File: config.mk
export PLATFORM = sky130hd
export DESIGN_NAME = pvkf_alu
export DESIGN_NICKNAME = d
export VERILOG_FILES = /design/src/pvkf_pkg.sv /design/src/pvkf_alu.sv
export SDC_FILE = /design/constraint.sdc
export NUM_CORES = 2
export LEC_CHECK = 0
export ABC_AREA = 1
export BUFFER_PORTS_ARGS = -buffer_cell sky130_fd_sc_hd__buf_2
export CAP_MARGIN = 20
export CORE_MARGIN = 2
export CORE_UTILIZATION = 34
export DETAILED_ROUTE_END_ITERATION = 8
export RECOVER_POWER = 50
export SLEW_MARGIN = 10
export SYNTH_ARGS = -nofsm -noshare
export SYNTH_HDL_FRONTEND = slang
export SYNTH_SLANG_ARGS = --single-unit
File: constraint.sdc
create_clock -name vclk -period 20
set_clock_uncertainty 0.05 [all_clocks]
set_input_delay 3 -clock vclk [all_inputs]
set_output_delay 3 -clock vclk [all_outputs]
set_load 0.05 [all_outputs]
File: src/pvkf_pkg.sv
// Shared types, constants and the micro-program for the 3-axis position/velocity tracker.
// No dependencies; every other file of the block imports this package.
`default_nettype none

package pvkf_pkg;

  // Number formats
  localparam int DATA_W   = 32;              // signed Q16.16 data
  localparam int FRAC_W   = 16;
  localparam int DT_W     = 24;              // unsigned Q0.24 time step
  localparam int OPND_W   = DATA_W + 1;      // operand bus, holds unsigned registers too
  localparam int DVD_W    = DATA_W + FRAC_W; // divider dividend width
  localparam int DIV_CNT_W = $clog2(DVD_W + 1);

  localparam logic signed [DATA_W-1:0] Q_MAX = {1'b0, {(DATA_W-1){1'b1}}};
  localparam logic signed [DATA_W-1:0] Q_MIN = {1'b1, {(DATA_W-1){1'b0}}};
  localparam logic signed [DATA_W-1:0] ONE_Q = DATA_W'(1) << FRAC_W;

  // Configuration register indexes
  localparam int CFG_IDX_W = 3;
  localparam logic [CFG_IDX_W-1:0] CFG_QN  = 3'd0;
  localparam logic [CFG_IDX_W-1:0] CFG_RN  = 3'd1;
  localparam logic [CFG_IDX_W-1:0] CFG_CPP = 3'd2;
  localparam logic [CFG_IDX_W-1:0] CFG_CPV = 3'd3;
  localparam logic [CFG_IDX_W-1:0] CFG_CVP = 3'd4;
  localparam logic [CFG_IDX_W-1:0] CFG_CVV = 3'd5;

  // Shared unit operations
  typedef enum logic [2:0] {
    OP_ADD   = 3'd0,
    OP_SUB   = 3'd1,
    OP_MUL16 = 3'd2,
    OP_MUL24 = 3'd3,
    OP_MUL25 = 3'd4,
    OP_MUL26 = 3'd5,
    OP_DIV   = 3'd6
  } op_t;

  // Register file addresses; position/velocity first so they map to the result slots
  localparam int RF_AW    = 5;
  localparam int RF_DEPTH = 1 << RF_AW;
  localparam int SRC_W    = RF_AW + 1;
  localparam int NUM_EST  = 6;

  localparam logic [RF_AW-1:0] R_PX  = 5'd0;
  localparam logic [RF_AW-1:0] R_PY  = 5'd1;
  localparam logic [RF_AW-1:0] R_PZ  = 5'd2;
  localparam logic [RF_AW-1:0] R_VX  = 5'd3;
  localparam logic [RF_AW-1:0] R_VY  = 5'd4;
  localparam logic [RF_AW-1:0] R_VZ  = 5'd5;
  localparam logic [RF_AW-1:0] R_PP  = 5'd6;
  localparam logic [RF_AW-1:0] R_PV  = 5'd7;
  localparam logic [RF_AW-1:0] R_VP  = 5'd8;
  localparam logic [RF_AW-1:0] R_VV  = 5'd9;
  localparam logic [RF_AW-1:0] R_DT2 = 5'd10;
  localparam logic [RF_AW-1:0] R_DT3 = 5'd11;
  localparam logic [RF_AW-1:0] R_DT4 = 5'd12;
  localparam logic [RF_AW-1:0] R_T0  = 5'd13;
  localparam logic [RF_AW-1:0] R_T1  = 5'd14;
  localparam logic [RF_AW-1:0] R_T2  = 5'd15;
  localparam logic [RF_AW-1:0] R_N00 = 5'd16;
  localparam logic [RF_AW-1:0] R_N01 = 5'd17;
  localparam logic [RF_AW-1:0] R_N10 = 5'd18;
  localparam logic [RF_AW-1:0] R_N11 = 5'd19;
  localparam logic [RF_AW-1:0] R_S   = 5'd20;
  localparam logic [RF_AW-1:0] R_G0  = 5'd21;
  localparam logic [RF_AW-1:0] R_G1  = 5'd22;

  // Operand source codes: register file (top bit clear) or external value (top bit set)
  localparam logic [SRC_W-1:0] S_PX  = {1'b0, R_PX};
  localparam logic [SRC_W-1:0] S_PY  = {1'b0, R_PY};
  localparam logic [SRC_W-1:0] S_PZ  = {1'b0, R_PZ};
  localparam logic [SRC_W-1:0] S_VX  = {1'b0, R_VX};
  localparam logic [SRC_W-1:0] S_VY  = {1'b0, R_VY};
  localparam logic [SRC_W-1:0] S_VZ  = {1'b0, R_VZ};
  localparam logic [SRC_W-1:0] S_PP  = {1'b0, R_PP};
  localparam logic [SRC_W-1:0] S_PV  = {1'b0, R_PV};
  localparam logic [SRC_W-1:0] S_VP  = {1'b0, R_VP};
  localparam logic [SRC_W-1:0] S_VV  = {1'b0, R_VV};
  localparam logic [SRC_W-1:0] S_DT2 = {1'b0, R_DT2};
  localparam logic [SRC_W-1:0] S_DT3 = {1'b0, R_DT3};
  localparam logic [SRC_W-1:0] S_DT4 = {1'b0, R_DT4};
  localparam logic [SRC_W-1:0] S_T0  = {1'b0, R_T0};
  localparam logic [SRC_W-1:0] S_T1  = {1'b0, R_T1};
  localparam logic [SRC_W-1:0] S_N00 = {1'b0, R_N00};
  localparam logic [SRC_W-1:0] S_N01 = {1'b0, R_N01};
  localparam logic [SRC_W-1:0] S_N10 = {1'b0, R_N10};
  localparam logic [SRC_W-1:0] S_N11 = {1'b0, R_N11};
  localparam logic [SRC_W-1:0] S_S   = {1'b0, R_S};
  localparam logic [SRC_W-1:0] S_G0  = {1'b0, R_G0};
  localparam logic [SRC_W-1:0] S_G1  = {1'b0, R_G1};

  localparam logic [SRC_W-1:0] X_MX   = 6'd32;  // measured or initial position
  localparam logic [SRC_W-1:0] X_MY   = 6'd33;
  localparam logic [SRC_W-1:0] X_MZ   = 6'd34;
  localparam logic [SRC_W-1:0] X_VX   = 6'd35;  // initial velocity
  localparam logic [SRC_W-1:0] X_VY   = 6'd36;
  localparam logic [SRC_W-1:0] X_VZ   = 6'd37;
  localparam logic [SRC_W-1:0] X_DT   = 6'd38;
  localparam logic [SRC_W-1:0] X_QN   = 6'd39;
  localparam logic [SRC_W-1:0] X_RN   = 6'd40;
  localparam logic [SRC_W-1:0] X_CPP  = 6'd41;
  localparam logic [SRC_W-1:0] X_CPV  = 6'd42;
  localparam logic [SRC_W-1:0] X_CVP  = 6'd43;
  localparam logic [SRC_W-1:0] X_CVV  = 6'd44;
  localparam logic [SRC_W-1:0] X_ONE  = 6'd45;
  localparam logic [SRC_W-1:0] X_ZERO = 6'd46;

  // One micro-instruction
  typedef struct packed {
    op_t              op;
    logic [SRC_W-1:0] a;
    logic [SRC_W-1:0] b;
    logic [RF_AW-1:0] dst;
    logic             last;
  } uop_t;

  localparam int PC_W = 6;
  localparam logic [PC_W-1:0] PC_UPDATE = 6'd0;
  localparam logic [PC_W-1:0] PC_INIT   = 6'd49;

  function automatic uop_t mk(input op_t op, input logic [SRC_W-1:0] a,
                              input logic [SRC_W-1:0] b, input logic [RF_AW-1:0] dst,
                              input logic last);
    uop_t u;
    u.op   = op;
    u.a    = a;
    u.b    = b;
    u.dst  = dst;
    u.last = last;
    return u;
  endfunction

  // Micro-program: measurement update from PC_UPDATE, init from PC_INIT
  function automatic uop_t prog(input logic [PC_W-1:0] pc);
    uop_t u;
    case (pc)
      // powers of dt
      6'd0:  u = mk(OP_MUL24, X_DT,  X_DT,  R_DT2, 1'b0);
      6'd1:  u = mk(OP_MUL24, S_DT2, X_DT,  R_DT3, 1'b0);
      6'd2:  u = mk(OP_MUL24, S_DT3, X_DT,  R_DT4, 1'b0);
      // predicted pp
      6'd3:  u = mk(OP_ADD,   S_PV,  S_VP,  R_T0,  1'b0);
      6'd4:  u = mk(OP_MUL24, S_T0,  X_DT,  R_T0,  1'b0);
      6'd5:  u = mk(OP_ADD,   S_PP,  S_T0,  R_N00, 1'b0);
      6'd6:  u = mk(OP_MUL24, S_VV,  S_DT2, R_T0,  1'b0);
      6'd7:  u = mk(OP_ADD,   S_N00, S_T0,  R_N00, 1'b0);
      6'd8:  u = mk(OP_MUL26, X_QN,  S_DT4, R_T0,  1'b0);
      6'd9:  u = mk(OP_ADD,   S_N00, S_T0,  R_N00, 1'b0);
      // predicted pv, vp, vv
      6'd10: u = mk(OP_MUL24, S_VV,  X_DT,  R_T1,  1'b0);
      6'd11: u = mk(OP_MUL25, X_QN,  S_DT3, R_T0,  1'b0);
      6'd12: u = mk(OP_ADD,   S_PV,  S_T1,  R_N01, 1'b0);
      6'd13: u = mk(OP_ADD,   S_N01, S_T0,  R_N01, 1'b0);
      6'd14: u = mk(OP_ADD,   S_VP,  S_T1,  R_N10, 1'b0);
      6'd15: u = mk(OP_ADD,   S_N10, S_T0,  R_N10, 1'b0);
      6'd16: u = mk(OP_MUL24, X_QN,  S_DT2, R_T0,  1'b0);
      6'd17: u = mk(OP_ADD,   S_VV,  S_T0,  R_N11, 1'b0);
      // innovation variance and gains
      6'd18: u = mk(OP_ADD,   S_N00, X_RN,  R_S,   1'b0);
      6'd19: u = mk(OP_DIV,   S_N00, S_S,   R_G0,  1'b0);
      6'd20: u = mk(OP_DIV,   S_N10, S_S,   R_G1,  1'b0);
      // x axis
      6'd21: u = mk(OP_MUL24, S_VX,  X_DT,  R_T0,  1'b0);
      6'd22: u = mk(OP_ADD,   S_PX,  S_T0,  R_T0,  1'b0);
      6'd23: u = mk(OP_SUB,   X_MX,  S_T0,  R_T1,  1'b0);
      6'd24: u = mk(OP_MUL16, S_T1,  S_G0,  R_T2,  1'b0);
      6'd25: u = mk(OP_ADD,   S_T0,  {1'b0, R_T2}, R_PX, 1'b0);
      6'd26: u = mk(OP_MUL16, S_T1,  S_G1,  R_T2,  1'b0);
      6'd27: u = mk(OP_ADD,   S_VX,  {1'b0, R_T2}, R_VX, 1'b0);
      // y axis
      6'd28: u = mk(OP_MUL24, S_VY,  X_DT,  R_T0,  1'b0);
      6'd29: u = mk(OP_ADD,   S_PY,  S_T0,  R_T0,  1'b0);
      6'd30: u = mk(OP_SUB,   X_MY,  S_T0,  R_T1,  1'b0);
      6'd31: u = mk(OP_MUL16, S_T1,  S_G0,  R_T2,  1'b0);
      6'd32: u = mk(OP_ADD,   S_T0,  {1'b0, R_T2}, R_PY, 1'b0);
      6'd33: u = mk(OP_MUL16, S_T1,  S_G1,  R_T2,  1'b0);
      6'd34: u = mk(OP_ADD,   S_VY,  {1'b0, R_T2}, R_VY, 1'b0);
      // z axis
      6'd35: u = mk(OP_MUL24, S_VZ,  X_DT,  R_T0,  1'b0);
      6'd36: u = mk(OP_ADD,   S_PZ,  S_T0,  R_T0,  1'b0);
      6'd37: u = mk(OP_SUB,   X_MZ,  S_T0,  R_T1,  1'b0);
      6'd38: u = mk(OP_MUL16, S_T1,  S_G0,  R_T2,  1'b0);
      6'd39: u = mk(OP_ADD,   S_T0,  {1'b0, R_T2}, R_PZ, 1'b0);
      6'd40: u = mk(OP_MUL16, S_T1,  S_G1,  R_T2,  1'b0);
      6'd41: u = mk(OP_ADD,   S_VZ,  {1'b0, R_T2}, R_VZ, 1'b0);
      // covariance correction
      6'd42: u = mk(OP_SUB,   X_ONE, S_G0,  R_T0,  1'b0);
      6'd43: u = mk(OP_MUL16, S_T0,  S_N00, R_PP,  1'b0);
      6'd44: u = mk(OP_MUL16, S_T0,  S_N01, R_PV,  1'b0);
      6'd45: u = mk(OP_MUL16, S_G1,  S_N00, R_T1,  1'b0);
      6'd46: u = mk(OP_SUB,   S_N10, S_T1,  R_VP,  1'b0);
      6'd47: u = mk(OP_MUL16, S_G1,  S_N01, R_T1,  1'b0);
      6'd48: u = mk(OP_SUB,   S_N11, S_T1,  R_VV,  1'b1);
      // init: load state from the item and covariance from the registers
      6'd49: u = mk(OP_ADD,   X_MX,  X_ZERO, R_PX, 1'b0);
      6'd50: u = mk(OP_ADD,   X_MY,  X_ZERO, R_PY, 1'b0);
      6'd51: u = mk(OP_ADD,   X_MZ,  X_ZERO, R_PZ, 1'b0);
      6'd52: u = mk(OP_ADD,   X_VX,  X_ZERO, R_VX, 1'b0);
      6'd53: u = mk(OP_ADD,   X_VY,  X_ZERO, R_VY, 1'b0);
      6'd54: u = mk(OP_ADD,   X_VZ,  X_ZERO, R_VZ, 1'b0);
      6'd55: u = mk(OP_ADD,   X_CPP, X_ZERO, R_PP, 1'b0);
      6'd56: u = mk(OP_ADD,   X_CPV, X_ZERO, R_PV, 1'b0);
      6'd57: u = mk(OP_ADD,   X_CVP, X_ZERO, R_VP, 1'b0);
      6'd58: u = mk(OP_ADD,   X_CVV, X_ZERO, R_VV, 1'b1);
      default: u = mk(OP_ADD, X_ZERO, X_ZERO, R_T0, 1'b1);
    endcase
    return u;
  endfunction

endpackage

`default_nettype wire

File: src/pvkf_alu.sv
// Shared arithmetic unit: saturating add/subtract and multiply with floor shift.
// Depends on pvkf_pkg.
`default_nettype none

module pvkf_alu (
  input  pvkf_pkg::op_t                          op,
  input  logic signed [pvkf_pkg::OPND_W-1:0]     a,
  input  logic signed [pvkf_pkg::OPND_W-1:0]     b,
  output logic signed [pvkf_pkg::DATA_W-1:0]     y
);
  import pvkf_pkg::*;

  localparam int PROD_W = 2 * OPND_W;

  logic signed [OPND_W:0]   sum;
  logic signed [PROD_W-1:0] prod;
  logic signed [PROD_W-1:0] res;

  // Clamp a wide signed value to the data range
  function automatic logic signed [DATA_W-1:0] sat(input logic signed [PROD_W-1:0] v);
    logic signed [PROD_W-1:0] hi;
    hi = v >>> (DATA_W - 1);
    if (hi == '0 || hi == '1) return v[DATA_W-1:0];
    else if (v[PROD_W-1]) return Q_MIN;
    else return Q_MAX;
  endfunction

  always_comb begin
    sum  = (op == OP_SUB) ? ((OPND_W+1)'(a) - (OPND_W+1)'(b))
                          : ((OPND_W+1)'(a) + (OPND_W+1)'(b));
    prod = PROD_W'(a) * PROD_W'(b);
    // floor shift by the product's fraction bits
    case (op)
      OP_MUL16: res = prod >>> FRAC_W;
      OP_MUL24: res = prod >>> DT_W;
      OP_MUL25: res = prod >>> (DT_W + 1);
      OP_MUL26: res = prod >>> (DT_W + 2);
      default:  res = PROD_W'(sum);
    endcase
    y = sat(res);
  end

endmodule

`default_nettype wire

==> results by group <==
Outcome
  • Status: complete, but fails checks
  • Failing checks: max-capacitance violations, max-slew violations

Job
  • MaxCap Viol Count: 1

Timing
  • RSZ-0062 raised after global routing: no
  • Final Cycle Share: 0.861
  • Setup TNS: 0 ns
  • Fin. Hold Viols: 0
  • Slew Limit Fails: 36
  • Finish-stage setup viols: 0
  • Hold WS: 6.95 ns
  • Max-slew headroom: -0.258
  • Fmax: 58.1 MHz
  • Slew @ Worst Pin: 1.89 ns
  • Min cycle time layout: 17.22 ns

Setup path
  • Crit end category: primary output
  • CP max FO: 35
  • Crit path kind: in -> out
  • CP most frequent cell: nand2_1
  • Worst endpoint required time: 16.95 ns
  • Crit path largest cell delay: 1.31 ns
  • Crit path arrival time: 14.17 ns
  • Slowest cell on crit path: clkbuf_1
  • CP Launch Type: input port

Logic synthesis
  • Top cells by area, synth: fa_1, inv_1, nand2_1
  • Top-area cell type share of the netlist area: 0.501
  • Synth area leader: fa_1
  • Mapped Cells: 6,222
  • Cell Area, Synth: 45,700 sq um
  • Syn Area/Cell: 7.35 sq um
  • Yosys cell types: 56
  • Yosys Warn Count: 0
  • Sequential fraction of the synthesis area: 0
  • Net Count, Synth: 7,682

GRT
  • Met3 Usage GRT: 0.0292
  • Grt ovf: 0
  • Grt met1 use: 0.289
  • Largest net degree at the start of global routing: 39
  • First-pass GRT wire length: 232,000 um
  • Antenna violations before repair: 8
  • Most Crowded Layer GR: met2
  • Total GRT Usage: 0.216
  • Vias in the first global route: 40,600
  • Met2 Use GR: 0.370

Clock tree
  • Cts hold-fix bufs: 0
  • Total setup buffers inserted after CTS: 0
  • Post-cts gate resize count: 0

Cells and area
  • CLK BUF: 0
  • Commonest non-fill, non-tap cell in the layout: inv_1
  • Fill cell count: 14,400
  • Area taken by multi-input logic gates: 37,200 sq um
  • Nets: 7,542
  • Layout area overhead: 4.19%
  • Final core occ: 0.357
  • Commonest non-fill, non-tap cells in the layout: inv_1, nand2_1, fa_1
  • Register area: 0 sq um
  • FFs & Latches: 0
  • Layout cells sized above 1: 0.0285

Place
  • DP Wirelength: 117,000 um
  • I/O Buffers: 101
  • Final Wtd Congestion: 1.02

Hold path
  • HP Class: in -> out
  • Worst hold stages: 8

Route
  • Routed vias/inst: 4.78
  • 1st-pass router iterations: 7
  • WL final: 144,000 um
  • Iter 0 DRT Violations: 2,568
  • Per-cell routed wire length: 18.4 um
  • Vias: 37,500
  • Remaining DRCs: 0
  • Antenna viol nets, final: 0

Floorplan
  • Die W: 371 um
  • Row count: 134
  • Io pins: 101
  • Die area: 137,000 sq um
  • Placeable Area: 133,000 sq um
  • Initial Util: 0.343
  • Die Y: 371 um
-- synth_stat cells, types with 20 or more instances --
| cell | instances |
|---|---|
| xor2_1 | 61 |
| ha_1 | 246 |
| clkbuf_1 | 233 |
| a21oi_1 | 132 |
| nor2_1 | 231 |
| nand3_1 | 122 |
| o21bai_1 | 28 |
| nor3_1 | 22 |
| o21ai_0 | 71 |
| buf_1 | 38 |
| nand2_1 | 1715 |
| nand4_1 | 20 |
| fa_1 | 1145 |
| inv_1 | 1977 |
| xnor2_1 | 34 |
-- kinds of logic after synthesis --
kind of cell	share of synthesized area
buffers and inverters	0.187
and+or+nand+nor	0.188
adders and majority gates	0.568
AOI/OAI and AO/OA	0.0385
xor gates and xnor gates	0.0182
-- path summary, 6_finish.rpt --
kind              start    end  slack (ns)
setup / recovery   b[3]   y[2]        2.78
hold / removal    op[0]  y[20]        6.95
-- layout make-up --
cell class,instances,share of cell area
Timing Repair Buffer,146,0.0173
Multi-Input combinational cell,3956,0.780
Inverter,1978,0.156
Antenna cell,1,0.0000525
Tap cell,1768,0.0464
-- per-layer routing --
| metal | part of all wire | vias up |
|---|---|---|
| met4 | 0.030 | 12 |
| met2 | 0.48 | 1265 |
| met5 | 0.00056 | - |
| met1 | 0.42 | 19000 |
| met3 | 0.073 | 202 |
| li1 | - | 17000 |
-- worst max-delay path: cells and delay by family --
kind,cells,cell delay [ns]
AOI/OAI and AO/OA,1,0.23
adders and majority gates,9,5.21
and+or+nand+nor,17,2.87
buffers and inverters,9,2.76
-- metrics by stage --
stage | instance area, sq um | setup WS [ns] | std cells
global route | 47700 | 2.12 | 7848
CTS | 47700 | 4.13 | 7848
finish | 47700 | 2.78 | 7849
floorplan | 45700 | 5.89 | 6222
global placement | 47700 | 4.26 | 7848
detailed placement | 47700 | 4.15 | 7848
